### src/sv/ffl_pkg.sv
// Shared types, constants and helper functions for the forest-fire lattice core.
// Depends on nothing; ffl_engine, the top level and the testbench import it.
package ffl_pkg;

    localparam int SIDE    = 128;
    localparam int CELLS   = SIDE * SIDE;
    localparam int ADDR_W  = $clog2(CELLS);
    localparam int CRD_W   = (($clog2(SIDE) > 7) ? $clog2(SIDE) : 7) + 1;
    localparam int CNT_W   = $clog2(CELLS + 1);
    localparam int PROD_W  = ADDR_W + CRD_W;

    localparam int ROW_W   = 7;
    localparam int DRAW_W  = 16;
    localparam int THR_W   = 16;
    localparam int STATE_W = 2;
    localparam int COUNT_W = 15;
    localparam int TOTAL_W = 32;
    localparam int CFG_IDX_W = 1;

    localparam logic [COUNT_W-1:0] COUNT_MAX = 15'h7FFF;

    localparam logic [STATE_W-1:0] CELL_EMPTY   = 2'd0;
    localparam logic [STATE_W-1:0] CELL_TREE    = 2'd1;
    localparam logic [STATE_W-1:0] CELL_BURNING = 2'd2;

    localparam logic KIND_UPDATE = 1'b0;
    localparam logic KIND_COMMIT = 1'b1;

    localparam logic [CFG_IDX_W-1:0] REG_GROW = 1'b0;
    localparam logic [CFG_IDX_W-1:0] REG_FIRE = 1'b1;

    localparam logic [THR_W-1:0] GROW_RESET = 16'd13107;
    localparam logic [THR_W-1:0] FIRE_RESET = 16'd66;

    // Neighbor offsets: up, down, left, right.
    localparam logic signed [1:0] STEP_ROW [4] = '{-2'sd1, 2'sd1, 2'sd0, 2'sd0};
    localparam logic signed [1:0] STEP_COL [4] = '{2'sd0, 2'sd0, -2'sd1, 2'sd1};

    typedef logic [ADDR_W-1:0] t_addr;

    typedef struct packed {
        logic              kind;
        logic [ROW_W-1:0]  row;
        logic [ROW_W-1:0]  col;
        logic [DRAW_W-1:0] draw;
    } t_item;

    typedef struct packed {
        logic               we;
        t_addr              waddr;
        logic [STATE_W-1:0] wdata;
        t_addr              raddr;
    } t_mem_req;

    typedef struct packed {
        logic [TOTAL_W-1:0] burned;
        logic [TOTAL_W-1:0] ign;
        logic [COUNT_W-1:0] burning;
        logic [COUNT_W-1:0] tree;
        logic [COUNT_W-1:0] empty;
        logic [STATE_W-1:0] state;
    } t_result;

    function automatic t_addr cell_addr(input logic [CRD_W-1:0] r, input logic [CRD_W-1:0] c);
        logic [PROD_W-1:0] p;
        p = PROD_W'(r) * PROD_W'(SIDE) + PROD_W'(c);
        return p[ADDR_W-1:0];
    endfunction

    function automatic logic [COUNT_W-1:0] sat_count(input logic [CNT_W-1:0] v);
        logic [COUNT_W-1:0] res;
        if (32'(v) > 32'(COUNT_MAX)) begin
            res = COUNT_MAX;
        end else begin
            res = COUNT_W'(v);
        end
        return res;
    endfunction

    function automatic logic [TOTAL_W-1:0] sat_inc(input logic [TOTAL_W-1:0] v);
        logic [TOTAL_W-1:0] res;
        if (v == {TOTAL_W{1'b1}}) begin
            res = v;
        end else begin
            res = v + TOTAL_W'(1);
        end
        return res;
    endfunction

endpackage

### src/sv/ffl_engine.sv
// Sequencer of the forest-fire core: clearing pass, cell update and commit sweep.
// Depends on ffl_pkg; drives the request ports of the two grid memories.
module ffl_engine
    import ffl_pkg::*;
(
    input  logic               i_clk,
    input  logic               i_rst_n,
    input  logic               i_start,
    input  t_item              i_item,
    output logic               o_ready,
    input  logic [THR_W-1:0]   i_grow,
    input  logic [THR_W-1:0]   i_fire,
    output t_mem_req           o_pres_req,
    input  logic [STATE_W-1:0] i_pres_rdata,
    output t_mem_req           o_pend_req,
    input  logic [STATE_W-1:0] i_pend_rdata,
    output logic               o_res_valid,
    output t_result            o_res,
    input  logic               i_res_ready
);

    typedef enum logic [2:0] {
        S_CLEAR,
        S_IDLE,
        S_UPD,
        S_SWEEP,
        S_RESULT
    } t_state;

    t_state             r_state;
    logic [2:0]         r_step;
    logic [CRD_W-1:0]   r_row;
    logic [CRD_W-1:0]   r_col;
    logic [DRAW_W-1:0]  r_draw;
    logic [ADDR_W:0]    r_addr;
    logic               r_sv;
    t_addr              r_saddr;
    t_addr              r_raddr_d;
    logic               r_rvalid_d;
    logic [STATE_W-1:0] r_cur;
    logic [TOTAL_W-1:0] r_ign;
    logic [TOTAL_W-1:0] r_burn;
    logic [CNT_W-1:0]   r_cnt_e;
    logic [CNT_W-1:0]   r_cnt_t;
    logic [CNT_W-1:0]   r_cnt_b;
    t_result            r_res;

    logic [1:0]         pos_k;
    logic [CRD_W-1:0]   pos_r;
    logic [CRD_W-1:0]   pos_c;
    logic               pos_valid;
    t_addr              pos_addr;
    logic [STATE_W-1:0] upd_state;
    logic               in_bounds;

    // Position 0 is the cell itself, positions 1 to 4 its neighbors.
    always_comb begin
        pos_k = 2'(r_step - 3'd1);
        pos_r = r_row;
        pos_c = r_col;
        if (r_step != 3'd0 && r_step <= 3'd4) begin
            pos_r = r_row + {{(CRD_W-2){STEP_ROW[pos_k][1]}}, STEP_ROW[pos_k]};
            pos_c = r_col + {{(CRD_W-2){STEP_COL[pos_k][1]}}, STEP_COL[pos_k]};
        end
        pos_valid = (pos_r < CRD_W'(SIDE)) && (pos_c < CRD_W'(SIDE)) && (r_step <= 3'd4);
        pos_addr  = cell_addr(pos_r, pos_c);
    end

    always_comb begin
        case (i_pres_rdata)
            CELL_EMPTY:   upd_state = (r_draw < i_grow) ? CELL_TREE : i_pend_rdata;
            CELL_TREE:    upd_state = (r_draw < i_fire) ? CELL_BURNING : i_pend_rdata;
            CELL_BURNING: upd_state = CELL_EMPTY;
            default:      upd_state = i_pend_rdata;
        endcase
    end

    assign in_bounds = (CRD_W'(i_item.row) < CRD_W'(SIDE)) &&
                       (CRD_W'(i_item.col) < CRD_W'(SIDE));

    always_comb begin
        o_pres_req = '0;
        o_pend_req = '0;
        case (r_state)
            S_CLEAR: begin
                o_pres_req.we    = 1'b1;
                o_pres_req.waddr = r_addr[ADDR_W-1:0];
                o_pres_req.wdata = CELL_EMPTY;
                o_pend_req.we    = 1'b1;
                o_pend_req.waddr = r_addr[ADDR_W-1:0];
                o_pend_req.wdata = CELL_EMPTY;
            end
            S_UPD: begin
                o_pres_req.raddr = pos_addr;
                o_pend_req.raddr = pos_addr;
                o_pend_req.waddr = r_raddr_d;
                if (r_step == 3'd1) begin
                    o_pend_req.we    = 1'b1;
                    o_pend_req.wdata = upd_state;
                end else if (r_step >= 3'd2) begin
                    o_pend_req.we    = r_rvalid_d && (r_cur == CELL_BURNING) &&
                                       (i_pres_rdata == CELL_TREE);
                    o_pend_req.wdata = CELL_BURNING;
                end
            end
            S_SWEEP: begin
                o_pend_req.raddr = r_addr[ADDR_W-1:0];
                o_pres_req.we    = r_sv;
                o_pres_req.waddr = r_saddr;
                o_pres_req.wdata = i_pend_rdata;
            end
            default: begin
            end
        endcase
    end

    always_ff @(posedge i_clk) begin
        if (!i_rst_n) begin
            r_state <= S_CLEAR;
            r_step  <= 3'd0;
            r_addr  <= '0;
            r_sv    <= 1'b0;
            r_ign   <= '0;
            r_burn  <= '0;
        end else begin
            r_raddr_d  <= pos_addr;
            r_rvalid_d <= pos_valid;
            case (r_state)
                S_CLEAR: begin
                    if (r_addr[ADDR_W-1:0] == ADDR_W'(CELLS - 1)) begin
                        r_addr  <= '0;
                        r_state <= S_IDLE;
                    end else begin
                        r_addr <= r_addr + 1'b1;
                    end
                end
                S_IDLE: begin
                    if (i_start) begin
                        r_row   <= CRD_W'(i_item.row);
                        r_col   <= CRD_W'(i_item.col);
                        r_draw  <= i_item.draw;
                        r_step  <= 3'd0;
                        r_addr  <= '0;
                        r_sv    <= 1'b0;
                        r_cnt_e <= '0;
                        r_cnt_t <= '0;
                        r_cnt_b <= '0;
                        if (i_item.kind == KIND_COMMIT) begin
                            r_state <= S_SWEEP;
                        end else if (in_bounds) begin
                            r_state <= S_UPD;
                        end else begin
                            r_res.state   <= CELL_EMPTY;
                            r_res.empty   <= '0;
                            r_res.tree    <= '0;
                            r_res.burning <= '0;
                            r_res.ign     <= r_ign;
                            r_res.burned  <= r_burn;
                            r_state       <= S_RESULT;
                        end
                    end
                end
                S_UPD: begin
                    r_step <= r_step + 3'd1;
                    if (r_step == 3'd1) begin
                        r_cur <= i_pres_rdata;
                        if (i_pres_rdata == CELL_TREE && r_draw < i_fire) begin
                            r_ign <= sat_inc(r_ign);
                        end
                        if (i_pres_rdata == CELL_BURNING) begin
                            r_burn <= sat_inc(r_burn);
                        end
                        r_res.state <= upd_state;
                    end
                    if (r_step == 3'd5) begin
                        r_res.empty   <= '0;
                        r_res.tree    <= '0;
                        r_res.burning <= '0;
                        r_res.ign     <= r_ign;
                        r_res.burned  <= r_burn;
                        r_state       <= S_RESULT;
                    end
                end
                S_SWEEP: begin
                    if (r_addr != (ADDR_W + 1)'(CELLS)) begin
                        r_addr  <= r_addr + 1'b1;
                        r_saddr <= r_addr[ADDR_W-1:0];
                        r_sv    <= 1'b1;
                    end else begin
                        r_sv <= 1'b0;
                    end
                    if (r_sv) begin
                        case (i_pend_rdata)
                            CELL_EMPTY:   r_cnt_e <= r_cnt_e + 1'b1;
                            CELL_TREE:    r_cnt_t <= r_cnt_t + 1'b1;
                            CELL_BURNING: r_cnt_b <= r_cnt_b + 1'b1;
                            default: begin
                            end
                        endcase
                    end
                    if (r_addr == (ADDR_W + 1)'(CELLS) && !r_sv) begin
                        r_res.state   <= CELL_EMPTY;
                        r_res.empty   <= sat_count(r_cnt_e);
                        r_res.tree    <= sat_count(r_cnt_t);
                        r_res.burning <= sat_count(r_cnt_b);
                        r_res.ign     <= r_ign;
                        r_res.burned  <= r_burn;
                        r_state       <= S_RESULT;
                    end
                end
                S_RESULT: begin
                    if (i_res_ready) begin
                        r_state <= S_IDLE;
                    end
                end
                default: begin
                    r_state <= S_IDLE;
                end
            endcase
        end
    end

    assign o_ready     = (r_state == S_IDLE);
    assign o_res_valid = (r_state == S_RESULT);
    assign o_res       = r_res;

    // The present grid is only written by the clearing pass and the commit sweep.
    a_pres_write_phase: assert property (@(posedge i_clk) disable iff (!i_rst_n)
        o_pres_req.we |-> (r_state == S_CLEAR || r_state == S_SWEEP))
        else $error("present grid written outside clear or sweep");

    // Neighbor writes during an update only ever set a cell to burning.
    a_nbr_write_burning: assert property (@(posedge i_clk) disable iff (!i_rst_n)
        (r_state == S_UPD && r_step >= 3'd2 && o_pend_req.we) |->
        (o_pend_req.wdata == CELL_BURNING && r_cur == CELL_BURNING))
        else $error("bad neighbor write");

    // An item is only taken while the sequencer is idle.
    a_start_idle: assert property (@(posedge i_clk) disable iff (!i_rst_n)
        i_start |-> r_state == S_IDLE)
        else $error("item started while busy");

    // The running totals never decrease.
    a_totals_monotonic: assert property (@(posedge i_clk) disable iff (!i_rst_n)
        $past(i_rst_n) |-> (r_ign >= $past(r_ign) && r_burn >= $past(r_burn)))
        else $error("running total went down");

endmodule

### config.mk
export PLATFORM = sky130hd
export DESIGN_NAME = ffl_engine
export DESIGN_NICKNAME = d
export VERILOG_FILES = /design/src/sv/ffl_pkg.sv /design/src/sv/ffl_engine.sv
export SDC_FILE = /design/constraint.sdc
export NUM_CORES = 1
export LEC_CHECK = 0
export ABC_AREA = 0
export ABC_CLOCK_PERIOD_IN_PS = 11600
export BUFFER_PORTS_ARGS = -buffer_cell sky130_fd_sc_hd__buf_2
export CAP_MARGIN = 20
export CORE_MARGIN = 3
export CORE_UTILIZATION = 61
export CTS_CLUSTER_SIZE = 25
export DETAILED_ROUTE_END_ITERATION = 16
export PLACE_DENSITY = 0.86
export SLEW_MARGIN = 20
export SYNTH_ARGS = -nofsm -noshare
export SYNTH_HDL_FRONTEND = slang
export SYNTH_SLANG_ARGS = --single-unit
### constraint.sdc
create_clock -name i_clk -period 11.6 [get_ports i_clk]
set_input_delay 1.16 -clock i_clk [delete_from_list [all_inputs] [get_ports i_clk]]
set_output_delay 1.16 -clock i_clk [all_outputs]
set_load 0.005 [all_outputs]
; ---- After elaboration in Yosys (flattened, before gate mapping)
; Index checks and enable logic that the tools add are counted.
[totals]
in_bits = 71
elab_cells = 148
register_bits = 303
out_inout_bits = 175
[classes]
n_bitwise = 3
magnitude_cmp = 7
reduce_logical = 30
addsub = 11
mux = 48
eq_ne = 27
[ops]
columns = operator, count
row1 = $pmux 111 s2, 1
row2 = $mux 15, 9
row3 = $mux 111, 1
row4 = $mux 109, 1
row5 = $pmux 15 s2, 3
row6 = $pmux 17 s2, 2
row7 = $add 32x1->32 const B, 2
row8 = $eq 32x32->1 const B, 2
row9 = $add 15x1->15 const B, 4
row10 = $pmux 15 s3, 1
row11 = $lt 16x16->1, 2
row12 = $pmux 14 s2, 1
row13 = $reduce_and 5->1, 4
row14 = $mux 2, 9
row15 = $mux 3, 6
row16 = $add 7x8->8, 2
row17 = $lt 8x8->1 const B, 2
row18 = $mux 8, 2
row19 = $reduce_and 4->1, 4
row20 = $eq 15x15->1 const B, 1
row21 = $ne 15x15->1 const B, 1
row22 = $pmux 3 s5, 1
row23 = $add 14x8->14, 1
row24 = $eq 14x14->1 const B, 1
row25 = 28 further kinds, 63

; ---- Logic depth before layout (Yosys ltp)
[logic_depth]
ltp_word = 10
mapped_depth = 16

; ---- Worst setup path after synthesis
; No wires, ideal clock.
[synth_path]
kind = input to register
from = in i_rst_n
to = reg r_res, in the netlist o_res[100] (enable)
arrival_time_ps = 4211
slack_ps = 6908
cell_stages = 3
t_required_ps = 11119
path_cell_list = clkbuf_1 clkbuf_1 and2_1
[synth_between]
elab_chain_cells = 1
[synth_rtl]
columns = element, line
row1 = from (decl), ffl_engine.sv:7  ; input logic i_rst_n,
row2 = $reduce_and 4->1 (no line), -
row3 = to (decl), ffl_engine.sv:46  ; t_result r_res;
; Every way passes these cells.
; A chain may end at the register's enable or synchronous reset.

==> impl_metrics.tcl <==
set metrics [dict create \
    slew_headroom 0.3283 \
    yosysSeqAreaShare 0.5644 \
    grt_overflow 0 \
    period_share 0.4751 \
    yosysWarnings 0 \
    postSynthCellCount 1328 \
    path_common_cell "ha_1" \
    hold_buffers 0 \
    synth_cell_types 72 \
    yosys.area.top_type "edfxtp_1" \
    routabilityCongestion 0.8477 \
    cts.sinks 303 \
    hp-class "flip-flop to flip-flop" \
    yosys.cell_count.top_type "edfxtp_1" \
    grt_antenna_before_repair 1 \
    cts_tree "yes" \
    clock_skew_ns 0.008663 \
    synth_top_area_share 0.4464 \
    required_ns 10.44 \
    synthTopCellsByArea "edfxtp_1 (45%), dfxtp_1 (12%), ha_1 (4.2%)" \
    grtUsageTotal 0.2555 \
    finalSetupTns_ns 0 \
    cts-root-buf "clkbuf_16" \
    fmax_mhz 181.5 \
    setup_violations 0 \
    cts.clk_slew.worst_paths_ns 0.07 \
    cts.path.max_buffers 3 \
    end_kind "primary output" \
    outcome "finished, final reports clean" \
    avgSynthCellArea_um2 10.99 \
    pwr-share-comb 0.118 \
    drt_first_pass_iters 5 \
    finalNetCount 1665 \
    synth-async-reset-ratio 0 \
    crit_slowest_cell "ha_1" \
    ys_seq_elements 303 \
    pin_count 246 \
    first_global_vias 10740 \
    worst_pin_slew_ns 1.004 \
    rsz0062_at_grt "no" \
    fin_crit_ns 5.511 \
    syn-cell-area_um2 14600 \
    die-area_um2 25820 \
    cp_cell_sequence "ha_1 > or3b_2 > o21ai_0 > a22o_1 > a22oi_1 > a211oi_1 > a41o_1 > ha_1 > ha_1 > inv_1 > nor2_1 > or4b_4 > xnor2_2 > a22o_1 > buf_2" \
    core_area_um2 23050 \
    p_sw_frac 0.2556 \
    cp.arrival_ns 4.35 \
    ant_nets 0 \
    maxSlewViolCount 0 \
    cellPowerDensity_nw_per_um2 145.0 \
    dp.cells 1825 \
    fin_util 0.7383 \
    initial_core_util 0.6332 \
    drcViolationCount 0 \
    drive_above_1_share 0.2161 \
    p_leak_uw 0.006919 \
    htree_num_levels 1 \
    wl_per_cell_um 17.96 \
    ctsResizeCount 0 \
    dp_hpwl_mm 23.00 \
    p_clk_frac 0.390 \
    die_w_um 160.7 \
    cap_violations 0 \
    seq_power_share 0.492 \
    layoutNonFillerInstCount 1883 \
    fillCellCount 1589 \
    areaGrowthSynthToFinish_pct 16.61 \
    portBuffers 245 \
    hold_viol 0 \
    route.vias.total 11130 \
    avgViaCountPerCell 5.909 \
    grt_pass1_wl_mm 54.58 \
    insertion_delay_ns 0.55 \
    critPathKind "flip-flop to primary output" \
    p_switching_uw 631.0 \
    crit_fanout 17 \
    startpoint_type "flip-flop" \
    grt_max_degree 68 \
    synthTopCellsByCount "edfxtp_1 (217), nor2_1 (125), dfxtp_1 (86), nand2_1 (79), and3_1 (71)" \
    wl_mm 33.81 \
    p_int_uw 1838 \
    cts_setup_buffers 0 \
    seqCellArea_um2 8238 \
    cts_inserted_buffers 30 \
    ir_drop_uv 135.3 \
    drt_iter0_drc 793 \
    die_h_um 160.7 \
    synth_edf_count 217 \
    core.rowCount 55 \
    synth_ff_type "edfxtp_1" \
    syn-num-nets 1448 \
    slowest_delay_ns 0.59 \
    multi_input_area_um2 5834 \
]
[per-layer routing]
| metal | vias up | wire length (µm) | global-route usage |
|---|---|---|---|
| met4 | 0 | 755 | 0.07157 |
| met3 | 61 | 2812 | 0.04565 |
| met5 | - | 0 | 0 |
| met1 | 5287 | 13930 | 0.3451 |
| li1 | 5305 | - | - |
| met2 | 473 | 16320 | 0.4289 |
[power groups by stage]
stage	Combinational, µW	Clock (µW)	Sequential [µW]
final	292	963	1210
after CTS	288	976	1210
after detailed placement	286	0	1240
after global placement	278	0	1230
after global routing	323	1030	1220
after floorplan	202	0	1220
[registers in the layout (all words and copies together), names as in the netlist, 7 cells and up]
name,cells
o_res,111
r_burn,32
r_ign,32
r_draw,16
r_addr,15
r_cnt_b,15
r_cnt_e,15
r_cnt_t,15
r_raddr_d,14
r_saddr,14
r_col,7
r_row,7
[cell type report]
class / count / share of cell area
inverters: 58 / 0.01279
clock buffers: 35 / 0.04763
repair buffers: 261 / 0.07931
well taps: 313 / 0.02301
clock inverters: 21 / 0.01036
diodes: 1 / 0.0001470
multi-input cells: 891 / 0.3428
flip-flops and latches: 303 / 0.4840
[stage by stage]
stage               setup slack [ns]  hold WS (ns)  total power [µW]  area [µm²]
detailed placement             6.683        0.4628              1522       16020
finish                         6.089        0.4765              2469       17020
global route                   5.768        0.4856              2566       17020
floorplan                      6.908        0.4029              1418       14600
CTS                            6.082        0.4782              2477       17010
global placement               6.777        0.4600              1513       16020
[worst paths after layout]
path	slack, ns	from	cells after the start	end
worst max register to register	7.85	r_step[1]$_SDFFE_PN0P_	13	r_raddr_d[13]$_DFFE_PP_
worst min-delay path	0.48	r_burn[6]$_SDFFE_PN0P_	0	o_res[85]$_DFFE_PP_
worst min register to register	0.48	r_burn[6]$_SDFFE_PN0P_	0	o_res[85]$_DFFE_PP_
worst max-delay path	6.09	r_step[1]$_SDFFE_PN0P_	15	o_pend_req[13]
[placed cells by master (no fill, tap or decap), drive strengths merged, types with 20 or more instances in the layout]
| master | synthesis | final |
|---|---|---|
| nand2b | 23 | 23 |
| o21ai | 41 | 41 |
| or3 | 20 | 20 |
| nand2 | 79 | 79 |
| a21oi | 56 | 56 |
| ha | 49 | 49 |
| inv | 57 | 60 |
| nand3 | 62 | 62 |
| edfxtp | 217 | 217 |
| dfxtp | 86 | 86 |
| buf | 25 | 261 |
| a22o | 31 | 31 |
| xor2 | 59 | 59 |
| and3 | 71 | 71 |
| clkbuf | 51 | 35 |
| nor2 | 125 | 125 |
| a21o | 20 | 20 |
| xnor2 | 32 | 32 |
| nand4 | 44 | 44 |
[kinds of logic after synthesis]
family | count (synthesis) | synth area share
DFF | 303 | 0.5644
buffers and inverters | 134 | 0.03720
xor gates and xnor gates | 91 | 0.05512
and+or+nand+nor | 526 | 0.1939
AOI/OAI and AO/OA | 209 | 0.09626
adders and majority gates | 49 | 0.04200
muxes | 16 | 0.01114
[critical path, delay by kind of cell (launching register included)]
kind | cells | cell delay, ns
flip-flops | 1 | 0.44
buffers and inverters | 2 | 0.19
AO/OA/AOI/OAI | 6 | 0.95
adder cells (fa/ha/maj) | 3 | 0.97
AND/OR/NAND/NOR | 3 | 1.07
XOR/XNOR | 1 | 0.17
Power figures use the tool's default switching activity.
